--- src/rtl/nsr_pkg.sv ---
// Shared types and character codes for the number syntax recognizer.
// No dependencies; imported by every module of the block.
package nsr_pkg;

   localparam int unsigned CHAR_W = 8;
   localparam int unsigned RSP_W  = 8;

   localparam logic [CHAR_W-1:0] CHAR_PLUS  = 8'h2B;
   localparam logic [CHAR_W-1:0] CHAR_MINUS = 8'h2D;
   localparam logic [CHAR_W-1:0] CHAR_DOT   = 8'h2E;
   localparam logic [CHAR_W-1:0] CHAR_ZERO  = 8'h30;
   localparam logic [CHAR_W-1:0] CHAR_NINE  = 8'h39;
   localparam logic [CHAR_W-1:0] CHAR_EXP_U = 8'h45;
   localparam logic [CHAR_W-1:0] CHAR_EXP_L = 8'h65;

   // Decoded character class; at most one bit set, none for other bytes.
   typedef struct packed {
      logic digit;
      logic sign;
      logic dot;
      logic expo;
   } char_class_type;

   // One decoded character waiting in the input register.
   typedef struct packed {
      logic           valid;
      logic           last;
      char_class_type cls;
   } stage_type;

   function automatic char_class_type classify(input logic [CHAR_W-1:0] c);
      char_class_type r;
      r.digit = (c >= CHAR_ZERO) && (c <= CHAR_NINE);
      r.sign  = (c == CHAR_PLUS) || (c == CHAR_MINUS);
      r.dot   = (c == CHAR_DOT);
      r.expo  = (c == CHAR_EXP_U) || (c == CHAR_EXP_L);
      return r;
   endfunction

endpackage

--- src/rtl/nsr_input_stage.sv ---
// Input register of the number syntax recognizer: decodes the incoming
// character into class flags and holds it until the core consumes it.
// Depends on nsr_pkg.
module nsr_input_stage (
   input  logic                      clock,
   input  logic                      reset,
   input  logic                      req_tvalid,
   input  logic [nsr_pkg::CHAR_W-1:0] char_code,
   input  logic                      req_tlast,
   input  logic                      take,      // core consumes the held character
   output logic                      ready,
   output nsr_pkg::stage_type        stage
);
   import nsr_pkg::*;

   logic           valid_ff, valid_in;
   logic           last_ff;
   char_class_type cls_ff;
   logic           load;

   assign ready = !valid_ff || take;
   assign load  = req_tvalid && ready;

   always_comb begin
      valid_in = valid_ff;
      if (take) begin
         valid_in = 1'b0;
      end
      if (load) begin
         valid_in = 1'b1;
      end
   end

   always_ff @(posedge clock) begin
      if (reset) begin
         valid_ff <= 1'b0;
      end else begin
         valid_ff <= valid_in;
      end
      if (load) begin
         last_ff <= req_tlast;
         cls_ff  <= classify(char_code);
      end
   end

   assign stage.valid = valid_ff;
   assign stage.last  = last_ff;
   assign stage.cls   = cls_ff;

endmodule

--- src/rtl/nsr_syntax_core.sv ---
// Word-level syntax state and result register of the number syntax
// recognizer. Depends on nsr_pkg.
module nsr_syntax_core (
   input  logic               clock,
   input  logic               reset,
   input  nsr_pkg::stage_type stage,
   input  logic               rsp_tready,
   output logic               take,
   output logic               rsp_tvalid,
   output logic               is_number,
   output logic               is_integer
);
   import nsr_pkg::*;

   logic first_ff, rej_ff, dot_ff, idot_ff, exp_ff, smf_ff, lone_ff;
   logic first_in, rej_in, dot_in, idot_in, exp_in, smf_in, lone_in;
   logic rsp_valid_ff, rsp_valid_in;
   logic num_ff, int_ff;
   logic out_free;
   char_class_type c;

   assign c        = stage.cls;
   assign out_free = !rsp_valid_ff || rsp_tready;
   // A non-final character needs no result slot.
   assign take     = stage.valid && (!stage.last || out_free);

   always_comb begin
      rej_in   = rej_ff;
      dot_in   = dot_ff;
      idot_in  = idot_ff;
      exp_in   = exp_ff;
      smf_in   = smf_ff;
      lone_in  = lone_ff;
      first_in = 1'b0;
      if (first_ff) begin
         if (!(c.sign || c.digit || c.dot)) begin
            rej_in = 1'b1;
         end
         lone_in = c.sign || c.dot;
         if (c.dot) begin
            dot_in = 1'b1;
         end
         if (c.expo) begin
            exp_in = 1'b1;
         end
      end else begin
         smf_in  = 1'b0;
         lone_in = 1'b0;
         if (smf_ff && c.sign) begin
            rej_in = rej_ff;  // exponent sign
         end else if (c.expo) begin
            if (idot_ff || exp_ff) begin
               rej_in = 1'b1;
            end
            exp_in = 1'b1;
            smf_in = 1'b1;
         end else if (c.dot) begin
            if (dot_ff || exp_ff) begin
               rej_in = 1'b1;
            end
            dot_in  = 1'b1;
            idot_in = 1'b1;
         end else if (!c.digit) begin
            rej_in = 1'b1;
         end
      end
   end

   always_comb begin
      rsp_valid_in = rsp_valid_ff;
      if (rsp_tready) begin
         rsp_valid_in = 1'b0;
      end
      if (take && stage.last) begin
         rsp_valid_in = 1'b1;
      end
   end

   always_ff @(posedge clock) begin
      if (reset) begin
         first_ff     <= 1'b1;
         rej_ff       <= 1'b0;
         dot_ff       <= 1'b0;
         idot_ff      <= 1'b0;
         exp_ff       <= 1'b0;
         smf_ff       <= 1'b0;
         lone_ff      <= 1'b0;
         rsp_valid_ff <= 1'b0;
      end else begin
         rsp_valid_ff <= rsp_valid_in;
         if (take) begin
            if (stage.last) begin
               first_ff <= 1'b1;
               rej_ff   <= 1'b0;
               dot_ff   <= 1'b0;
               idot_ff  <= 1'b0;
               exp_ff   <= 1'b0;
               smf_ff   <= 1'b0;
               lone_ff  <= 1'b0;
            end else begin
               first_ff <= first_in;
               rej_ff   <= rej_in;
               dot_ff   <= dot_in;
               idot_ff  <= idot_in;
               exp_ff   <= exp_in;
               smf_ff   <= smf_in;
               lone_ff  <= lone_in;
            end
         end
      end
      if (take && stage.last) begin
         num_ff <= !rej_in && !lone_in;
         int_ff <= !dot_in && !exp_in;
      end
   end

   assign rsp_tvalid = rsp_valid_ff;
   assign is_number  = num_ff;
   assign is_integer = int_ff;

endmodule

--- src/rtl/number_syntax_recognizer.sv ---
// Number syntax recognizer, top level: input register plus syntax core.
// Depends on nsr_pkg, nsr_input_stage and nsr_syntax_core.
//
// Checks whether a word, sent one character per transaction with tlast on
// its final character, is a number: an optional leading sign or dot, then
// digits, dots and e/E, with a sign allowed only right after an exponent
// letter. One result transaction comes out for each word, after its last
// character: bit 0 says the word is a valid number, bit 1 that it holds no
// dot, e or E. Non-final characters produce nothing. Throughput is one
// character per clock while the result side does not stall; the last
// character passes the input register, then the result register. The
// result register frees as it is taken, so a stall on the result side
// holds back the input only when a new result is due and the old one is
// still waiting.
module number_syntax_recognizer (
   input  logic       clock,
   input  logic       reset,
   input  logic       req_tvalid,
   output logic       req_tready,
   input  logic [7:0] req_tdata,   // [7:0] char_code
   input  logic       req_tlast,   // is_last
   output logic       rsp_tvalid,
   input  logic       rsp_tready,
   output logic [7:0] rsp_tdata    // [0] is_number, [1] is_integer, [7:2] zero
);
   import nsr_pkg::*;

   stage_type stage;
   logic      take;
   logic      is_number;
   logic      is_integer;

   nsr_input_stage u_input (
      .clock      (clock),
      .reset      (reset),
      .req_tvalid (req_tvalid),
      .char_code  (req_tdata[CHAR_W-1:0]),
      .req_tlast  (req_tlast),
      .take       (take),
      .ready      (req_tready),
      .stage      (stage)
   );

   nsr_syntax_core u_core (
      .clock      (clock),
      .reset      (reset),
      .stage      (stage),
      .rsp_tready (rsp_tready),
      .take       (take),
      .rsp_tvalid (rsp_tvalid),
      .is_number  (is_number),
      .is_integer (is_integer)
   );

   assign rsp_tdata = {{(RSP_W-2){1'b0}}, is_integer, is_number};

endmodule

--- config.mk ---
export PLATFORM = sky130hd
export DESIGN_NAME = number_syntax_recognizer
export DESIGN_NICKNAME = d
export VERILOG_FILES = /design/src/rtl/nsr_pkg.sv /design/src/rtl/nsr_input_stage.sv /design/src/rtl/nsr_syntax_core.sv /design/src/rtl/number_syntax_recognizer.sv
export SDC_FILE = /design/constraint.sdc
export NUM_CORES = 1
export LEC_CHECK = 0
export BUFFER_PORTS_ARGS = -buffer_cell sky130_fd_sc_hd__clkbuf_2
export CAP_MARGIN = 10
export CELL_PAD_IN_SITES_DETAIL_PLACEMENT = 0
export CELL_PAD_IN_SITES_GLOBAL_PLACEMENT = 1
export CORE_MARGIN = 2
export CORE_UTILIZATION = 39
export DETAILED_ROUTE_END_ITERATION = 8
export PLACE_DENSITY_LB_ADDON = 0.1
export SYNTH_ARGS = -nofsm -noshare
export SYNTH_HDL_FRONTEND = slang
export SYNTH_SLANG_ARGS = --single-unit
export TNS_END_PERCENT = 10
--- constraint.sdc ---
create_clock -name clock -period 2.95 [get_ports clock]
set_input_delay 0.4425 -clock clock [delete_from_list [all_inputs] [get_ports clock]]
set_output_delay 0.4425 -clock clock [all_outputs]
set_load 0.02 [all_outputs]
Yosys cells after proc, flatten, opt, wreduce, memory -nomap -nowiden
Cells that the tools add are included.
{"block": "word_totals", "register_bits": 15, "inputBits": 13, "output_inout_bits": 10, "elab_cells": 87}
{"block": "classes", "magnitude_cmp": 2, "eq_ne": 8, "muxes": 33, "reduce_logical": 29}
{"operator": "two-way mux 1 bit", "count": 33}
{"operator": "== test 8 x 6 -> 1 bit, second input constant", "count": 3}
{"operator": "== test 8 x 7 -> 1 bit, second input constant", "count": 2}
{"operator": "logical OR 1 bit", "count": 10}
{"operator": "greater-or-equal comparator 8 x 6 -> 1 bit, second input constant", "count": 1}
{"operator": "<= comparator 8 x 6 -> 1 bit, second input constant", "count": 1}
{"operator": "logical AND 1 bit", "count": 7}
{"operator": "zero test 1 bit", "count": 7}
{"operator": "nonzero test 2 bit", "count": 3}
{"operator": "AND reduction 5 bit", "count": 1}
{"operator": "!= test 2 bit, second input constant", "count": 2}
{"operator": "!= test 2 x 1 -> 1 bit, second input constant", "count": 1}
{"operator": "AND reduction 2 bit", "count": 1}

Logic depth before layout (Yosys ltp)
Gate-level depths: netlist of the first run.
{"block": "logic_depth", "word_depth": 8, "depth_mapped": 4, "mapped_depth_nobuf": 4}

Hierarchy
From an unflattened synthesis of the first run, not the netlist that was laid out.
{"block": "unflattened", "hier_cells": 77, "area_unflattened_um2": 775.7}
{"module": "nsr_syntax_core", "n_inst": 1, "cells_each": 46, "area_per_inst_um2": 416.6}
{"module": "nsr_input_stage", "n_inst": 1, "cells_each": 22, "area_per_inst_um2": 295.3}
{"module": "number_syntax_recognizer", "n_inst": 1, "cells_each": 9, "area_per_inst_um2": 63.8}

Worst setup path before layout of the first run
Ideal clock, no wire load.
{"block": "synth_timing", "kind": "register to output", "startpoint": "register u_core.rsp_valid_ff (netlist: u_core.rsp_tvalid)", "endpoint": "output req_tready", "arrival_time_ns": 0.925, "t_required_ns": 2.508, "slack_ns": 1.583, "path_stages_with_launch": 3, "path_cell_list": "dfxtp_1 nor2b_1 nand3_1"}
{"block": "synth_between", "elab_chain_cells": 5}
{"item": "from (decl)", "line": "nsr_syntax_core.sv:17", "text": "logic rsp_valid_ff, rsp_valid_in;"}
{"item": "from (signal assigned)", "line": "nsr_syntax_core.sv:90", "text": "rsp_valid_ff <= rsp_valid_in;"}
{"item": "zero test 1 bit", "line": "nsr_syntax_core.sv:23", "text": "assign out_free = !rsp_valid_ff || rsp_tready;"}
{"item": "logical OR 1 bit", "line": "nsr_syntax_core.sv:23"}
{"item": "logical OR 1 bit", "line": "nsr_syntax_core.sv:25", "text": "assign take = stage.valid && (!stage.last || out_free);"}
{"item": "logical AND 1 bit", "line": "nsr_syntax_core.sv:25"}
{"item": "logical OR 1 bit", "line": "nsr_input_stage.sv:21", "text": "assign ready = !valid_ff || take;"}
{"item": "to (decl)", "line": "number_syntax_recognizer.sv:19", "text": "output logic req_tready,"}
Every way passes these cells.

Final worst setup path of the first run
Ends and elaborated chain as after synthesis.

==> results of run 1 <==
[layout by cell type (no fill, tap or decap), types with 3 or more instances in the layout]
cell type / Yosys / final
a21oi_1: 8 / 8
clkbuf_2: 0 / 16
clkbuf_4: 0 / 3
conb_1: 1 / 6
dfxtp_1: 8 / 8
edfxtp_1: 7 / 7
inv_1: 3 / 3
nand2_1: 5 / 5
nand2b_1: 5 / 5
nor2_1: 4 / 4
nor3_1: 3 / 3
nor4_1: 3 / 3
o21ai_0: 4 / 4
[worst min-delay path by stage]
stage / startpoint / slack (ns) / endpoint
CTS: req_tlast / 0.32 / u_input.last_ff$_DFFE_PP_
finish: req_tlast / 0.33 / u_input.last_ff$_DFFE_PP_
global placement: u_core.idot_ff$_SDFFE_PP0P_ / 0.46 / u_core.idot_ff$_SDFFE_PP0P_
detailed placement: u_core.idot_ff$_SDFFE_PP0P_ / 0.47 / u_core.idot_ff$_SDFFE_PP0P_
floorplan: u_core.idot_ff$_SDFFE_PP0P_ / 0.44 / u_core.idot_ff$_SDFFE_PP0P_
global route: req_tlast / 0.31 / u_input.last_ff$_DFFE_PP_
[flip-flops by register name, indices dropped and copies added, names as in the netlist]
| signal | count |
|---|---|
| u_core.smf_ff | 1 |
| u_input.last_ff | 1 |
| u_input.stage | 4 |
| u_core.exp_ff | 1 |
| u_core.dot_ff | 1 |
| u_core.rsp_tvalid | 1 |
| u_core.first_ff | 1 |
| u_core.rej_ff | 1 |
| u_input.valid_ff | 1 |
| u_core.is_integer | 1 |
| u_core.idot_ff | 1 |
| u_core.is_number | 1 |
[per-layer routing]
layer  vias to the layer above  part of all wire, %  routed length, µm
met5                         -                    0                  0
met4                         0                 0.80                 11
met3                         2                  5.7                 78
met2                        21                   49                677
met1                       277                   44                605
li1                        304                    -                  -
[worst max-delay path, cell delays in order (launching register included)]
cell	delay, ns
dfxtp_1	0.36
nor2b_1	0.28
nand3_1	0.14
clkbuf_2	0.17
[power groups by stage]
stage / Sequential, mW / Combinational, mW / Clock [mW]
finish: 0.234 / 0.0477 / 0.117
global route: 0.235 / 0.0546 / 0.135
CTS: 0.234 / 0.0482 / 0.122
detailed placement: 0.238 / 0.0479 / 0
global placement: 0.238 / 0.0475 / 0
floorplan: 0.237 / 0.0377 / 0
[logic make-up (layout without fill, tap and decap cells)]
family          after synthesis  after routing  share of synthesized area [%]
flops                        15             15                          48.76
compound gates               18             18                          14.66
other cells                   1              6                         0.4938
simple gates                 33             33                          25.53
buf+inv                      11             23                          9.391
xor+xnor                      1              1                          1.153
[cell type report]
cell class / instances / area (µm²)
Inverter: 3 / 11.26
Tap cell: 25 / 31.28
Fill cell: 187 / 925.9
Sequential cell: 15 / 370.4
Clock inverter: 1 / 5.005
Clock buffer: 3 / 22.52
Timing Repair Buffer: 16 / 80.08
Multi-Input combinational cell: 58 / 336.6
[metrics by stage]
stage          worst slack [ns]  utilization (%)  hold WS, ns  std cells
3_3_place_gp              1.459            46.53       0.4629        117
4_1_cts                   1.264            48.07       0.3180        121
3_5_place_dp              1.440            46.53       0.4660        117
5_1_grt                   1.156            48.07       0.3107        121
2_1_floorplan             1.583                -       0.4414         84
6_report                  1.275            48.07       0.3272        121
==> flow_summary.json, run 1 <==
{
  "critical_path_arrival_ns": 1.23,
  "synth_area_leaders": "edfxtp_1 28%, dfxtp_1 21%, buf_4 7.9%",
  "timing.rr.end": "u_core.is_number$_DFFE_PP_",
  "crit_path_end": "req_tready",
  "hold_viol_final": 0,
  "die_w_um": 48.13,
  "grt_pass1_wl_mm": 2.283,
  "cts_resized": 0,
  "cap_viol_max_count": 0,
  "vias": 604,
  "ys_warn_count": 0,
  "drc": 0,
  "netSwitchingPower_mw": 0.1034,
  "final_antenna_net_count": 0,
  "cts_buffer_depth": 2,
  "rsz0062_at_grt": "false",
  "dpl_cell_area_um2": 829.5,
  "synth_edf_count": 7,
  "grtUsageMet3_pct": 5.185,
  "p_int_mw": 0.2952,
  "synth_seq_area_share_pct": 48.76,
  "peakVddDrop_mv": 0.2504,
  "path_class": "reg2out",
  "num-nets-final": 110,
  "swShare_pct": 25.95,
  "yosysTopAreaCell": "edfxtp_1",
  "use_met2_pct": 24.27,
  "synth_area_um2": 759.5,
  "clk_latency_ns": 0.28,
  "use_met1_pct": 16.67,
  "worst_setup_path_start_kind": "flip-flop",
  "critPathLaunch": "u_core.rsp_tvalid$_SDFFE_PP0P_",
  "hold_class": "in2reg",
  "status": "finished clean",
  "pwr-share-clk_pct": 29.4,
  "first_iter_violations": 10,
  "postCtsHoldBufs": 0,
  "cts_root_buf": "clkbuf_4",
  "fin_skew_ns": 0.005792,
  "power_density_nw_per_um2": 465.1,
  "core_um2": 1783,
  "routed_via_density": 4.992,
  "cp-end-kind": "primary output",
  "busiest_layer": "met2",
  "worst_pin_slew_ns": 0.5219,
  "clock.fmax_ghz": 0.5970,
  "yosysTopAreaCellShare_pct": 27.68,
  "cp_data_required_time_ns": 2.51,
  "cp_max_fo": 3,
  "p_leak_nw": 0.3456,
  "synth_seq_cells": 15,
  "power_mw": 0.3987,
  "syn_avg_cell_area_um2": 9.614,
  "reg2reg_slack_ns": 1.51,
  "wl_per_cell_um": 11.34,
  "synth_ff_type": "dfxtp_1",
  "syn_to_final_growth_pct": 12.85,
  "final_max_slew_viol_count": 0,
  "clkSinkCount": 15,
  "port_buffers": 16,
  "cts_buffers": 3,
  "finalSetupViolations": 0,
  "n_antenna_cell": 0,
  "maxSlewHeadroom_pct": 65.05,
  "synth_cells": 79,
  "reg2reg_depth": 4,
  "clk_pin_slew_worst_paths_ns": 0.09,
  "cts_setup_buffers": 0,
  "design_area_um2": 857.1,
  "finalSetupTns_ns": 0,
  "grt.overflow.total": 0,
  "timing.rr.start": "u_input.stage[0]$_DFFE_PP_",
  "h-tree-depth": 1,
  "drt_pre_antenna_iters": 4,
  "whs_path_depth": 1,
  "place.gp.congestion": 0.7906,
  "routed_wl_mm": 1.372,
  "synthArstFlopShare_pct": 0,
  "fin_crit_sh_pct": 56.78,
  "drive_above_1_share_pct": 23.96,
  "fp.dieH_um": 48.13,
  "start_util_pct": 42.60,
  "ioPinCount": 23,
  "synth_cell_type_count": 27,
  "antenna_found_initial": 0,
  "dieArea_um2": 2317,
  "combPwrFrac_pct": 12.0,
  "cts_tree": "done",
  "rows": 15,
  "grt_pass1_vias": 564,
  "grt_util_all_layers_pct": 14.82,
  "p_seq_share_pct": 58.6,
  "hpwl_mm": 1.060,
  "yosys-top-cells-count": "8 x a21oi_1, 8 x buf_4, 8 x dfxtp_1",
  "finalCriticalPeriod_ns": 1.675,
  "grt_max_degree": 10
}
No activity file was read; power rests on OpenSTA's default activity.
==> run 2: changes to the inputs <==
--- a/config.mk
+++ b/config.mk
@@ -10,7 +10,7 @@
 export CELL_PAD_IN_SITES_DETAIL_PLACEMENT = 0
 export CELL_PAD_IN_SITES_GLOBAL_PLACEMENT = 1
 export CORE_MARGIN = 2
-export CORE_UTILIZATION = 39
+export CORE_UTILIZATION = 33
 export DETAILED_ROUTE_END_ITERATION = 8
 export PLACE_DENSITY_LB_ADDON = 0.1
 export SYNTH_ARGS = -nofsm -noshare
==> constraint.sdc (replaced) <==
create_clock -name clock -period 1.5 [get_ports clock]
set_input_delay 0.225 -clock clock [delete_from_list [all_inputs] [get_ports clock]]
set_output_delay 0.225 -clock clock [all_outputs]
set_load 0.02 [all_outputs]
==> run 2 against run 1 <==
Net effect: non-clock buffer count rose by 1; combinational power up 100%; clock-buffer cell count is the same; flip-flop and latch count stayed put; hold slack got worse by 0.22 ns; clock skew grew 0.0031 ns; highest routed layer unchanged; largest power group unchanged; sequential power increased by 97%; first-iteration DRC count rose by 50%; cell area rose by 1.6%; via count decreased by 0.50%; worst setup slack lost 1.2 ns.
==> flow_summary.json, run 2 (synthesized netlist as in run 1, its figures left out) <==
{
  "status": "finished clean",
  "cpPeakStageDelay_ns": 0.35,
  "cts_setup_buffers": 0,
  "dpl_worst_slack_ns": 0.1847,
  "finalCriticalPeriod_ns": 1.381,
  "cp_data_required_time_ns": 1.27,
  "fp.dieH_um": 51.98,
  "cp-end-kind": "primary output",
  "largest_register_ff_count": 4,
  "fin_skew_ns": 0.008883,
  "cts_buffer_depth": 2,
  "grt_pass1_vias": 537,
  "final_max_slew_viol_count": 0,
  "mostFrequentLayoutCell": "clkbuf_2",
  "wl_per_cell_um": 11.40,
  "peakVddDrop_mv": 0.4114,
  "cap_viol_max_count": 0,
  "final_antenna_net_count": 0,
  "worst_setup_path_start_kind": "flip-flop",
  "hold_viol_final": 0,
  "clk_latency_ns": 0.28,
  "post-route-util_pct": 39.75,
  "fin_crit_sh_pct": 92.07,
  "die_w_um": 51.98,
  "power_density_nw_per_um2": 909.1,
  "finalSetupTns_ns": 0,
  "drc": 0,
  "fill_cells": 233,
  "path_cells": "nor2b_2 > nand3_1 > clkbuf_2",
  "grt_util_all_layers_pct": 12.29,
  "path_class": "reg2out",
  "layout_setup_ws_ns": 0.1189,
  "cp_max_fo": 3,
  "mostFrequentLayoutCells": "16 x clkbuf_2, 8 x a21oi_1, 8 x dfxtp_1, 7 x edfxtp_1, 6 x conb_1",
  "place.gp.congestion": 0.8605,
  "hold_class": "in2reg",
  "clock.fmax_ghz": 0.7241,
  "first_iter_violations": 15,
  "antenna_found_initial": 0,
  "ioPinCount": 23,
  "num-nets-final": 111,
  "h-tree-depth": 1,
  "drive_above_1_share_pct": 25.77,
  "cts_buffers": 3,
  "port_buffers": 16,
  "core_um2": 2191,
  "drt_pre_antenna_iters": 4,
  "cts_tree": "done",
  "clkSinkCount": 15,
  "start_util_pct": 34.67,
  "critical_path_arrival_ns": 1.16,
  "p_leak_nw": 0.3505,
  "critical_path.top_delay_family": "flip-flops",
  "syn_to_final_growth_pct": 14.66,
  "grt_max_degree": 10,
  "dpl_cell_area_um2": 840.8,
  "grt.overflow.total": 0,
  "routed_wl_mm": 1.425,
  "design_area_um2": 870.8,
  "clk_pin_slew_worst_paths_ns": 0.10,
  "crit_buf_inv": 1,
  "grt_pass1_wl_mm": 2.366,
  "n_antenna_cell": 0,
  "vias": 601,
  "dieArea_um2": 2701,
  "rsz0062_at_grt": "false",
  "power_mw": 0.7917,
  "worst_path_max_delay_cell": "dfxtp_1",
  "routed_via_density": 4.808,
  "cts_root_buf": "clkbuf_4",
  "rows": 17,
  "finalSetupViolations": 0
}
run 2: changes by cell type in the layout (fill, tap and decap cells not counted), sizes merged:
cell,before,now
buf,0,1
run 2: layout make-up:
class                           instances  area [µm²]  area share, %
Tap cell                               28       35.03          4.023
Clock inverter                          1       5.005         0.5747
Sequential cell                        15       370.4          42.53
Clock buffer                            3       22.52          2.586
Timing Repair Buffer                   17       87.58          10.06
Inverter                                3       11.26          1.293
Multi-Input combinational cell         58       339.1          38.94
run 2: final timing paths:
kind	startpoint	to	slack (ns)	depth (start not counted)
worst max register to register	u_input.stage[0]$_DFFE_PP_	u_core.is_number$_DFFE_PP_	0.17	4
worst max-delay path	u_core.rsp_tvalid$_SDFFE_PP0P_	req_tready	0.12	3
worst min-delay path	req_tlast	u_input.last_ff$_DFFE_PP_	0.11	1
worst min register to register	u_core.idot_ff$_SDFFE_PP0P_	u_core.idot_ff$_SDFFE_PP0P_	0.49	1
run 2: timing repair:
item	CTS	global route
endpoints found under the hold margin	0	0
gates resized for setup	0	1
hold buffers	0	0
setup endpoints to repair	0	1
run 2: routing by layer:
metal	GRT usage [%]	part of all wire (%)	up-vias
li1	-	-	310
met1	15.54	47	266
met2	19.20	46	23
met3	2.874	6.4	2
met4	6.579	0.56	0
met5	0	0	-
run 2: power breakdown:
| part | switching [mW] | internal [mW] |
|---|---|---|
| sequential | 0.0158 | 0.444 |
| combinational | 0.0571 | 0.0399 |
| clock | 0.136 | 0.0989 |
| total | 0.209 | 0.583 |
run 2: stage by stage:
stage | hold slack, ns | instances
6_report | 0.1057 | 125
5_1_grt | 0.09388 | 125
4_1_cts | 0.09484 | 125
3_5_place_dp | 0.4036 | 121
3_3_place_gp | 0.4015 | 121
2_1_floorplan | 0.2941 | 84
run 2: worst reg2reg max path, stage by stage, from the launching register on:
cell      delay [ns]
edfxtp_1        0.47
nor4b_2         0.25
a21oi_1         0.06
a311oi_1        0.27
and2_1          0.17
